[config.mk]
export PLATFORM = sky130hd
export DESIGN_NAME = rmsp_sqrt
export DESIGN_NICKNAME = d
export VERILOG_FILES = /design/src/hdl/rmsp_pkg.sv /design/src/hdl/rmsp_sqrt.sv
export SDC_FILE = /design/constraint.sdc
export NUM_CORES = 2
export LEC_CHECK = 0
export BUFFER_PORTS_ARGS = -buffer_cell sky130_fd_sc_hd__buf_2
export CELL_PAD_IN_SITES_DETAIL_PLACEMENT = 0
export CELL_PAD_IN_SITES_GLOBAL_PLACEMENT = 1
export CORE_MARGIN = 5
export CORE_UTILIZATION = 45
export CTS_CLUSTER_SIZE = 16
export DETAILED_ROUTE_END_ITERATION = 12
export GPL_TIMING_DRIVEN = 0
export PLACE_DENSITY = 0.8
export SYNTH_ARGS = -nofsm -noshare
export SYNTH_HDL_FRONTEND = slang
export SYNTH_SLANG_ARGS = --single-unit
[constraint.sdc]
create_clock -name clk -period 4.7 [get_ports clk]
set_clock_uncertainty 0.2 [all_clocks]
set_input_delay 0.94 -clock clk [delete_from_list [all_inputs] [get_ports clk]]
set_output_delay 0.94 -clock clk [all_outputs]
set_load 0.01 [all_outputs]
[src/hdl/rmsp_pkg.sv]
package rmsp_pkg;

	// Item as it moves down the update pipeline
	typedef struct packed {
		logic               vld;
		logic [11:0]        idx;
		logic signed [15:0] w;
		logic               neg;
		logic [15:0]        gmag;
		logic               skip;
	} rmsp_item_t;

	// Decay weights in Q0.16; they sum to exactly one
	localparam logic [15:0] COEF_KEEP = 16'd58982;
	localparam logic [15:0] COEF_NEW  = 16'd6554;
	localparam logic [15:0] ROUND_HALF = 16'd32768;

	localparam logic [15:0] LR_RESET = 16'd66;

	localparam int unsigned MS_W    = 32;
	localparam int unsigned ROOT_W  = 24;
	localparam int unsigned Q_W     = 17;
	localparam int unsigned DIV_W   = ROOT_W + Q_W;

endpackage

[src/hdl/rmsp_sqrt.sv]
module rmsp_sqrt (
	input  logic                 clk,
	input  logic                 arst_n,
	input  logic                 adv,
	input  rmsp_pkg::rmsp_item_t item_in,
	input  logic [31:0]          ms_in,
	output rmsp_pkg::rmsp_item_t item_out,
	output logic [23:0]          root_out
);

	localparam int unsigned STEPS = rmsp_pkg::ROOT_W;

	rmsp_pkg::rmsp_item_t item_p [STEPS+1];
	logic [31:0]          ms_p   [STEPS+1];
	logic [25:0]          rem_p  [STEPS+1];
	logic [23:0]          root_p [STEPS+1];

	// Flag a zero mean square at entry
	always_comb begin
		item_p[0]      = item_in;
		item_p[0].skip = (ms_in == '0);
	end
	assign ms_p[0]   = ms_in;
	assign rem_p[0]  = '0;
	assign root_p[0] = '0;

	// One root bit per stage over ms << 16
	for (genvar k = 0; k < STEPS; k++) begin : g_step
		localparam int HI = 47 - 2 * k;
		logic [47:0] x;
		logic [27:0] rsh;
		logic [27:0] trial;

		assign x     = {ms_p[k], 16'b0};
		assign rsh   = {rem_p[k], x[HI -: 2]};
		assign trial = {2'b00, root_p[k], 2'b01};

		always_ff @(posedge clk or negedge arst_n) begin
			if (!arst_n) begin
				item_p[k+1] <= '0;
			end else if (adv) begin
				item_p[k+1] <= item_p[k];
				ms_p[k+1]   <= ms_p[k];
				if (rsh >= trial) begin
					rem_p[k+1]  <= 26'(rsh - trial);
					root_p[k+1] <= {root_p[k][22:0], 1'b1};
				end else begin
					rem_p[k+1]  <= rsh[25:0];
					root_p[k+1] <= {root_p[k][22:0], 1'b0};
				end
			end
		end
	end

	assign item_out = item_p[STEPS];
	assign root_out = root_p[STEPS];

endmodule

==> flow_summary.toml <==
[route]
drtIter0Drc = 3041
firstDrtPassIters = 5
wl_microns = 178000
vias_per_cell = 5.20
ant_nets = 0
wl_per_cell_microns = 17.1
remaining_drc_errors = 0
via_count = 54100

[floorplanning]
io-pin-count = 153
die_height_microns = 473
core-area_sq_um = 214000
rows = 170
start_util = 0.451
die_w_microns = 473
dieArea_sq_um = 224000

[job]
maxCapViolCount = 0

[finish]
fill_cells = 17900
nets = 7767
drive_gt1_frac = 0.240
post-route-util = 0.512
syn_to_final_growth_pct = 13.6

[setup_path]
worstSetupPathType = "in2reg"
startpoint_type = "input pin"
slowest_stage = "dlygate4sd3_1"
rr_endpoint = "g_step[21].rsh[21]$_DFFE_PP_"
rrSetupSlack_ns = 0.29
cp_slowest_stage_delay_ns = 0.61
worstPathMaxFanout = 77
cp_data_arrival_time_ns = 4.78
r2r_start = "g_step[20].rsh[2]$_SDFFCE_PP0P_"
crit_family = "buffers and inverters"
r2r.worst_path.cells = 12
worstPathRequired_ns = 5.01
cp_common_cell = "buf_16"
crit_chain = "dlygate4sd3_1, buf_16, buf_16, buf_16, and2_4, buf_16, buf_12, buf_16, buf_16, buf_16, buf_16, buf_16"
path_buf_inv = 11
end_kind = "register"

[power]
p_clk_frac = 0.334
combPwrFrac = 0.143
switching_share = 0.244
powerDensity_nw_per_um2 = 479
vdd_drop_max_mv = 0.430
p_seq_frac = 0.522
power.total_mw = 52.5
leakage_nw = 44.3
p_int_mw = 39.7
p_sw_mw = 12.8

[timing]
hold_viol = 0
drv_slew = 0
rsz0062_at_grt = "no"
fin_crit_sh = 0.951
slew_headroom = 0.145
tns_ns = 0
fin_crit_ns = 4.47
max_freq_mhz = 224
setup_violations = 0
worst_pin_slew_ns = 1.28

[cts]
clk_latency_ns = 0.87
cts_root_buf = "clkbuf_16"
clk_pin_slew_ns = 0.06
cts_sinks = 2211
cts_tree = "built"
numCtsBuffers = 223
clock_path_buffers = 3
cts.htree.levels = 4

[min_path]
min_to = "item_p[1112]$_DFFE_PN0P_"
hold_start = "item_in[31]"
hold_depth = 2
hp-class = "in2reg"

[global_route]
grt_pass1_wl_microns = 293000
gr-usage-all-layers = 0.160
grt_max_degree = 215
grt_overflow = 0
grt_pass1_vias = 56500
antenna_found_initial = 2

[logic_synthesis]
synthArstFlopShare = 0.510
avgSynthCellArea_sq_um = 13.9
synth_cells = 6924
ys_dominant_reg_cell = "dfrtp_1"
synth-edff-count = 1083
seq_area_frac_synth = 0.630
ys_types = 91
netlist_area_sq_um = 96400
ys_warn_count = 0
syn_nets = 7323
ys_ff_latch = 2211

[place]
io_buffers = 150
dp_hpwl_microns = 128000
place_congestion = 0.886

[status]
status = "finished, final reports clean"
==> routing by layer <==
layer	track usage	part of all wire
met1	0.200	0.43
met2	0.282	0.51
met3	0.0252	0.033
met4	0.0541	0.031
met5	0	0
==> through the flow <==
stage	worst slack [ns]	instance area, sq um	hold WS [ns]	std cells
6_report	0.229	110000	0.0943	10400
5_1_grt	0.00233	110000	0.0196	10400
4_1_cts	0.0311	109000	0.0000894	10400
3_5_place_dp	-2.47	101000	0.205	9935
3_3_place_gp	-26.66	101000	0.200	9912
2_1_floorplan	-4.75	96400	0.200	6924
==> cell families (layout without fill, tap and decap cells) <==
group                    Yosys count  count (layout)  synth area share
AO/OA/AOI/OAI                    942             942            0.0615
AND/OR/NAND/NOR                 1215            1216            0.0635
buffers and inverters            637            1274            0.0268
other                              1               5         0.0000389
XOR/XNOR                         411             411            0.0373
adder cells (fa/ha/maj)          317             317            0.0417
flip-flops                      2211            2211             0.630
multiplexers                    1190            1190             0.139
==> Yosys cell counts (all sizes together), types with 21 or more instances <==
cell type  instances  area share
o31ai             37      0.0029
nand3             77      0.0040
nor4              74      0.0049
nand2            319       0.012
nor2             264       0.010
nand2b            41      0.0027
and2              26      0.0017
or3               38      0.0025
a21o             111      0.0086
edfxtp          1083        0.34
clkbuf           175      0.0068
dfrtp           1128        0.29
a21oi            241       0.013
inv              395       0.015
o21bai            30      0.0024
a31oi             26      0.0017
o21ai            268       0.014
ha               310       0.040
nor3             138      0.0072
or2               21      0.0014
xnor2            208       0.019
or4               32      0.0025
and3              31      0.0020
o21a              67      0.0052
xor2             203       0.018
buf               66      0.0046
nand4             41      0.0027
a211oi            33      0.0026
nor2b             41      0.0027
mux2            1183        0.14
==> cell usage in the layout (no fill, tap or decap), types with 20 or more instances in the layout <==
master and instances:
and3_1 31, o21a_1 67, a211oi_1 32, nand4_1 41, clkinv_2 38, or3_1 37
nand2_1 318, or2_2 20, clkbuf_16 231, dlygate4sd3_1 34, mux2_2 1183, nand2b_1 41
or4_1 31, dfrtp_1 1128, buf_2 161, a21oi_1 241, o21bai_1 29, inv_1 394
clkbuf_8 32, buf_4 48, nor3_1 137, a31oi_1 26, nand3b_1 20, nor4_1 72
o31ai_1 37, nand3_1 77, o21ai_0 268, ha_1 310, and2_1 25, xnor2_1 208
nor2b_1 41, clkbuf_1 233, nor2_1 263, edfxtp_1 1083, xor2_1 203, a21o_1 111
buf_16 25
==> cell type report <==
cell class / count / area, sq um / area share
Antenna cell: 4 / 10.0 / 0.0000914
Clock buffer: 328 / 6420 / 0.0586
Sequential cell: 2211 / 60700 / 0.555
Timing Repair Buffer: 218 / 2030 / 0.0185
Multi-Input combinational cell: 4077 / 33100 / 0.302
Tap cell: 2838 / 3550 / 0.0324
Buffer: 241 / 1150 / 0.0105
Clock inverter: 91 / 1050 / 0.00955
Inverter: 396 / 1490 / 0.0136
==> power by group through the flow <==
stage	sequential, mW	combinational (mW)	clock, mW
2_1_floorplan	26.8	6.05	0
3_3_place_gp	27.9	7.14	0
3_5_place_dp	27.8	7.52	0
4_1_cts	27.5	7.63	18.1
5_1_grt	28.0	8.39	18.9
6_report	27.4	7.52	17.5
==> worst max-delay path by stage <==
stage | from | endpoint | slack (ns) | cells after the start
after floorplan | adv | g_step[10].rsh[0]$_DFFE_PP_ | -4.75 | 4
after global placement | arst_n | root_out[1]$_DFFE_PP_ | -26.66 | 2
after detailed placement | arst_n | root_out[1]$_DFFE_PP_ | -2.47 | 12
after CTS | g_step[17].rsh[2]$_SDFFCE_PP0P_ | g_step[18].rsh[2]$_SDFFCE_PP0P_ | 0.03 | 11
after global routing | g_step[20].rsh[2]$_SDFFCE_PP0P_ | g_step[21].rsh[21]$_DFFE_PP_ | 0.002 | 12
final | arst_n | g_step[23].trial[8]$_DFFE_PP_ | 0.23 | 12
==> flip-flops by register name, indices dropped and copies added, names as in the netlist <==
name	cells
item_p	1081
item_out	47
g_step.x	210
g_step.rsh	573
root_out	24
g_step.trial	276
==> what timing repair did <==
action                     4_1_cts  5_1_grt
pin swaps                        1        1
hold endpoints to repair       187        0
gates cloned                     6        1
setup endpoints to repair      672      264
buffers inserted                 0        1
gates resized for setup          7       11
hold buffers                    40        0
(Power assumes the default switching activity.)
