**config.mk**
```make
export PLATFORM = sky130hd
export DESIGN_NAME = rmsp_div
export DESIGN_NICKNAME = d
export VERILOG_FILES = /design/src/hdl/rmsp_pkg.sv /design/src/hdl/rmsp_div.sv
export SDC_FILE = /design/constraint.sdc
export NUM_CORES = 2
export LEC_CHECK = 0
export ABC_CLOCK_PERIOD_IN_PS = 5150
export BUFFER_PORTS_ARGS = -buffer_cell sky130_fd_sc_hd__clkbuf_2
export CAP_MARGIN = 10
export CORE_MARGIN = 1.5
export CORE_UTILIZATION = 35
export DETAILED_ROUTE_END_ITERATION = 8
export PLACE_DENSITY_LB_ADDON = 0.25
export SKIP_CTS_REPAIR_TIMING = 1
export SYNTH_ARGS = -nofsm -noshare
export SYNTH_HDL_FRONTEND = slang
export SYNTH_SLANG_ARGS = --single-unit
```
**constraint.sdc**
```tcl
create_clock -name clk -period 5.15 [get_ports clk]
set_input_delay 0.515 -clock clk [delete_from_list [all_inputs] [get_ports clk]]
set_output_delay 0.515 -clock clk [all_outputs]
set_load 0.1 [all_outputs]
```
**src/hdl/rmsp_pkg.sv**
```systemverilog
package rmsp_pkg;

	// Item as it moves down the update pipeline
	typedef struct packed {
		logic               vld;
		logic [11:0]        idx;
		logic signed [15:0] w;
		logic               neg;
		logic [15:0]        gmag;
		logic               skip;
	} rmsp_item_t;

	// Decay weights in Q0.16; they sum to exactly one
	localparam logic [15:0] COEF_KEEP = 16'd58982;
	localparam logic [15:0] COEF_NEW  = 16'd6554;
	localparam logic [15:0] ROUND_HALF = 16'd32768;

	localparam logic [15:0] LR_RESET = 16'd66;

	localparam int unsigned MS_W    = 32;
	localparam int unsigned ROOT_W  = 24;
	localparam int unsigned Q_W     = 17;
	localparam int unsigned DIV_W   = ROOT_W + Q_W;

endpackage

```
**src/hdl/rmsp_div.sv**
```systemverilog
module rmsp_div (
	input  logic                 clk,
	input  logic                 arst_n,
	input  logic                 adv,
	input  logic [15:0]          lr,
	input  rmsp_pkg::rmsp_item_t item_in,
	input  logic [23:0]          root_in,
	output rmsp_pkg::rmsp_item_t item_out,
	output logic signed [15:0]   weight_out
);

	localparam int unsigned QW = rmsp_pkg::Q_W;
	localparam int unsigned DW = rmsp_pkg::DIV_W;

	logic [31:0]          lr_prod;
	logic [36:0]          dsum;
	logic                 ovf;
	rmsp_pkg::rmsp_item_t item_p [QW+1];
	logic [DW-1:0]        rem_p  [QW+1];
	logic [QW-1:0]        q_p    [QW+1];
	logic [23:0]          r_p    [QW+1];
	logic                 ovf_p  [QW+1];
	logic [17:0]          delta;
	logic signed [18:0]   wide;

	// Rounded dividend; a quotient past 17 bits saturates anyway
	assign lr_prod = lr * item_in.gmag;
	assign dsum    = 37'({lr_prod, 4'b0}) + 37'(root_in >> 1);
	assign ovf     = DW'(dsum) >= {root_in, QW'(0)};

	always_ff @(posedge clk or negedge arst_n) begin
		if (!arst_n) begin
			item_p[0] <= '0;
		end else if (adv) begin
			item_p[0] <= item_in;
			rem_p[0]  <= DW'(dsum);
			q_p[0]    <= '0;
			r_p[0]    <= root_in;
			ovf_p[0]  <= ovf;
		end
	end

	// One quotient bit per stage, restoring
	for (genvar j = 0; j < QW; j++) begin : g_step
		localparam int SH = QW - 1 - j;
		logic [DW-1:0] sub;

		assign sub = DW'(r_p[j]) << SH;

		always_ff @(posedge clk or negedge arst_n) begin
			if (!arst_n) begin
				item_p[j+1] <= '0;
			end else if (adv) begin
				item_p[j+1] <= item_p[j];
				r_p[j+1]    <= r_p[j];
				ovf_p[j+1]  <= ovf_p[j];
				if (rem_p[j] >= sub) begin
					rem_p[j+1] <= rem_p[j] - sub;
					q_p[j+1]   <= {q_p[j][QW-2:0], 1'b1};
				end else begin
					rem_p[j+1] <= rem_p[j];
					q_p[j+1]   <= {q_p[j][QW-2:0], 1'b0};
				end
			end
		end
	end

	// Apply the step with sign and saturate; a skipped item keeps its weight
	assign delta = ovf_p[QW] ? 18'h20000 : {1'b0, q_p[QW]};
	assign wide  = item_p[QW].neg
		? 19'(item_p[QW].w) + $signed({1'b0, delta})
		: 19'(item_p[QW].w) - $signed({1'b0, delta});

	always_comb begin
		if (item_p[QW].skip) begin
			weight_out = item_p[QW].w;
		end else if (wide > 19'sd32767) begin
			weight_out = 16'sh7fff;
		end else if (wide < -19'sd32768) begin
			weight_out = -16'sh8000;
		end else begin
			weight_out = wide[15:0];
		end
	end

	assign item_out = item_p[QW];

endmodule

```
==> summary.txt <==
Power and ir drop
  • Worst vdd ir: 2.60 mV
  • Cell Pwr Density: approximately 730 mW/mm²
  • Pleak: about 51 nW
  • Total Power: between 90 and 100 mW

Yosys
  • Compound-Gate Fraction of Synth Area: between 8 and 9%
  • Post-synthesis sequential area ratio: 53.5%
  • Synth Area in Simple Gates: a little under a tenth
  • Largest family of logic cells by synthesized area: adder cells
  • Ys Warns: 0
  • Post-Synth XOR/XNOR Area: 4.17%
  • Share of the synthesized area in the top cell type: between 30 and 40%
  • Synth Cell Area: between 0.1 and 0.15 mm²
  • Most numerous cell in the Yosys netlist: edfxtp_1
  • Main area contributors after synthesis: edfxtp_1, dfrtp_1, mux2_2
  • Commonest cells in the synthesized netlist: edfxtp_1, mux2_2, dfrtp_1, inv_1, nand2_1
  • Post-synth EDFFs: roughly 1200
  • Mean post-synth cell area: between 10 and 15 µm²
  • Synth Net Count: 9742
  • Post-synth top flop: edfxtp_1
  • Synth cell types: 100
  • Seq cells post-synth: 2056
  • Mux contribution to synthesized area: ~9.7%
  • Adder-cell area share of the yosys netlist: between 10% and 20%
  • Biggest area consumer among synthesized cells: edfxtp_1
  • Post-Synthesis Cells: just under 9000
  • Fraction of registers with async set/reset: around two fifths

Worst setup path
  • Worst setup EP type: flop
  • Worst R2R End: rem_p[7][23]
  • Worst setup SP type: input port
  • Reg2reg setup slack: 0.57 ns
  • Slowest CP cell: fa_1
  • Worst path bufs/invs: 8
  • Max incr delay on CP: 0.55 ns
  • CP arrival: around 9.3 ns
  • Crit-path most repeated cell: fa_1
  • CP required: around 5.8 ns
  • Critical register-to-register path startpoint: rem_p[6][44]
  • Setup Crit Path Kind: in -> reg
  • Reg2reg path depth: 12
  • Cell family with most CP delay: adder cells
  • Worst Path Max Fanout: 4

Drt
  • Post-route ant nets: 0
  • Initial DRC Count: 3908
  • Via count: ~68000
  • Residual DRC: 0
  • Via density: between 4 and 5
  • DR WL/cell: between 15 and 20 µm
  • Final wirelength: approximately 250000 µm
  • DRT Pass-1 Iters: 5

Placed design
  • DP Area: about 0.12 mm²
  • DP Cell Count: between 10000 and 15000
  • Hpwl dp: 187000 µm
  • Gp weighted congestion: around 0.92
  • IO Port Bufs: roughly 150

CTS
  • CTS sink count: 2056
  • Clk_lat worst skew: between 0.8 and 0.9 ns
  • Num CTS Buffers: between 200 and 250
  • TritonCTS clock tree: yes
  • Clock tree buffer depth: 4
  • Clk slew on worst S/H paths: approximately 0.05 ns
  • Root Driver: clkbuf_16
  • CTS H-Tree Depth: 4

Hold path
  • Worst hold stages: 2
  • Worst Hold Endpoint: r_p[0][10]
  • Hold wc startpoint: root_in[10]
  • Worst hold path class: in -> reg

Global route
  • Initial antenna violation count: 11
  • Met3 Use GR: under 10%
  • GRT Total Usage: 15.6%
  • Total gr overflow: 0
  • Layer with the highest usage: met2
  • Number of global-route vias before repair: between 60000 and 70000
  • Met2 usage: approximately 27%
  • Met1 usage: 19.8%
  • First-pass GRT wire length: roughly 390000 µm
  • Largest net degree at the start of global routing: between 150 and 200

Finish
  • Layout cells sized above 1: about 22%
  • Filler cell count: about 29000
  • Final #Nets: between 10000 and 15000
  • Final Cell Area: around 0.13 mm²
  • Layout Area Growth over Synthesis: 16.5%
  • Finished Layout Cells: around 14000

Floorplan
  • Initial core utilization: approximately a third
  • Top-level I/O count: roughly 150
  • Cell Rows: 203
  • Core outline area: roughly 0.3 mm²
  • Die H: 557 µm
  • Die ar.: 0.310 mm²
  • Die Wd: 557 µm

Timing
  • PnR worst setup slack: -3.45 ns
  • Fmax: approximately 0.12 GHz
  • Hold Violations, Final: 0
  • Slew HR: between 20% and 30%
  • Minimum clock period after layout: roughly 8.6 ns
  • Final slew viol count: 0
  • Hold_ws: 0.0425 ns
  • Setup TNS: -28.48 ns
  • Setup Skew: between 0.08 and 0.09 ns
  • Final period utilization: 167%
  • RSZ-0062 raised after global routing: true
  • Final Setup Violations: 39
  • Worst slew pin tran: 1.10 ns

Run status
  • Failing checks: negative setup slack
  • Status: finished, violations left

Flow run
  • Max-cap viol count: 0
-- metal layers --
metal	share of wire, %	wire length [µm]	vias to the layer above
met2	49	122000	1160
li1	-	-	32800
met4	3.8	9320	0
met1	44	109000	33200
met5	0	0	-
met3	3.0	7460	469
-- final cells by class --
type / instances / area [µm²] / share of cell area (%)
Clock inverter: 114 / 1100 / 0.881
Inverter: 777 / 2920 / 2.33
Clock buffer: 300 / 6350 / 5.07
Timing Repair Buffer: 599 / 5020 / 4.01
Antenna cell: 2 / 5.00 / 0.00400
Tap cell: 4100 / 5130 / 4.10
Multi-Input combinational cell: 5744 / 47200 / 37.7
Sequential cell: 2056 / 57500 / 45.9
-- how the worst max path moves through the flow --
| stage | end | start | cells past startpoint | slack [ns] |
|---|---|---|---|---|
| 4_1_cts | ovf_p[0] | item_in[4] | 40 | -3.90 |
| 6_report | ovf_p[0] | lr[7] | 38 | -3.45 |
| 3_3_place_gp | ovf_p[0] | item_in[4] | 40 | -4.74 |
| 2_1_floorplan | ovf_p[0] | adv | 4 | -14.42 |
| 5_1_grt | ovf_p[0] | lr[7] | 37 | -3.70 |
| 3_5_place_dp | ovf_p[0] | item_in[4] | 40 | -4.75 |
-- power by group --
part           internal, mW  switching, mW  leakage [nW]
registers              21.9           2.06          21.4
logic                  25.7           26.2          26.3
clock network          9.40           6.61          3.62
-- worst reg2reg max path, stage by stage, from the launching register on --
cell and delay (ns):
edfxtp_1 0.50, inv_1 0.13, ha_1 0.23, fa_1 0.40, nand2b_1 0.16, a21oi_1 0.21, o21ai_0 0.17, a211oi_1 0.56
o21ai_0 0.39, o31a_1 0.47, o21ai_0 0.43, a31o_2 0.30, mux2_2 0.35
-- cell usage in the layout, fill, tap and decap left out, types with 279 or more instances in the layout --
| cell type | instances |
|---|---|
| inv_1 | 757 |
| dfrtp_1 | 845 |
| buf_4 | 366 |
| nand2_1 | 638 |
| mux2_2 | 901 |
| nor2_1 | 352 |
| edfxtp_1 | 1209 |
| ha_1 | 547 |
| a21oi_1 | 377 |
| xnor2_1 | 279 |
| o21ai_0 | 442 |
-- registers in the layout, summed over array words and instances, names as in the netlist --
register / flops
item_p: 799
ovf_p: 18
rem_p: 663
q_p: 153
r_p: 376
item_out: 47
-- kinds of logic (layout without fill, tap and decap cells) --
logic type / count (synthesis) / in the layout
AO/OA/AOI/OAI: 1534 / 1535
XOR/XNOR: 512 / 512
adder cells (fa/ha/maj): 782 / 782
buffers and inverters: 1071 / 1790
flip-flops: 2056 / 2056
multiplexers: 925 / 925
other: 0 / 2
AND/OR/NAND/NOR: 1990 / 1990
-- per-stage QoR --
| stage | util [%] | worst slack, ns |
|---|---|---|
| floorplan | - | -14.42 |
| global placement | 37.8 | -4.74 |
| detailed placement | 37.8 | -4.75 |
| CTS | 40.2 | -3.90 |
| global route | 41.0 | -3.70 |
| finish | 41.0 | -3.45 |
Power figures use the tool's default switching activity.
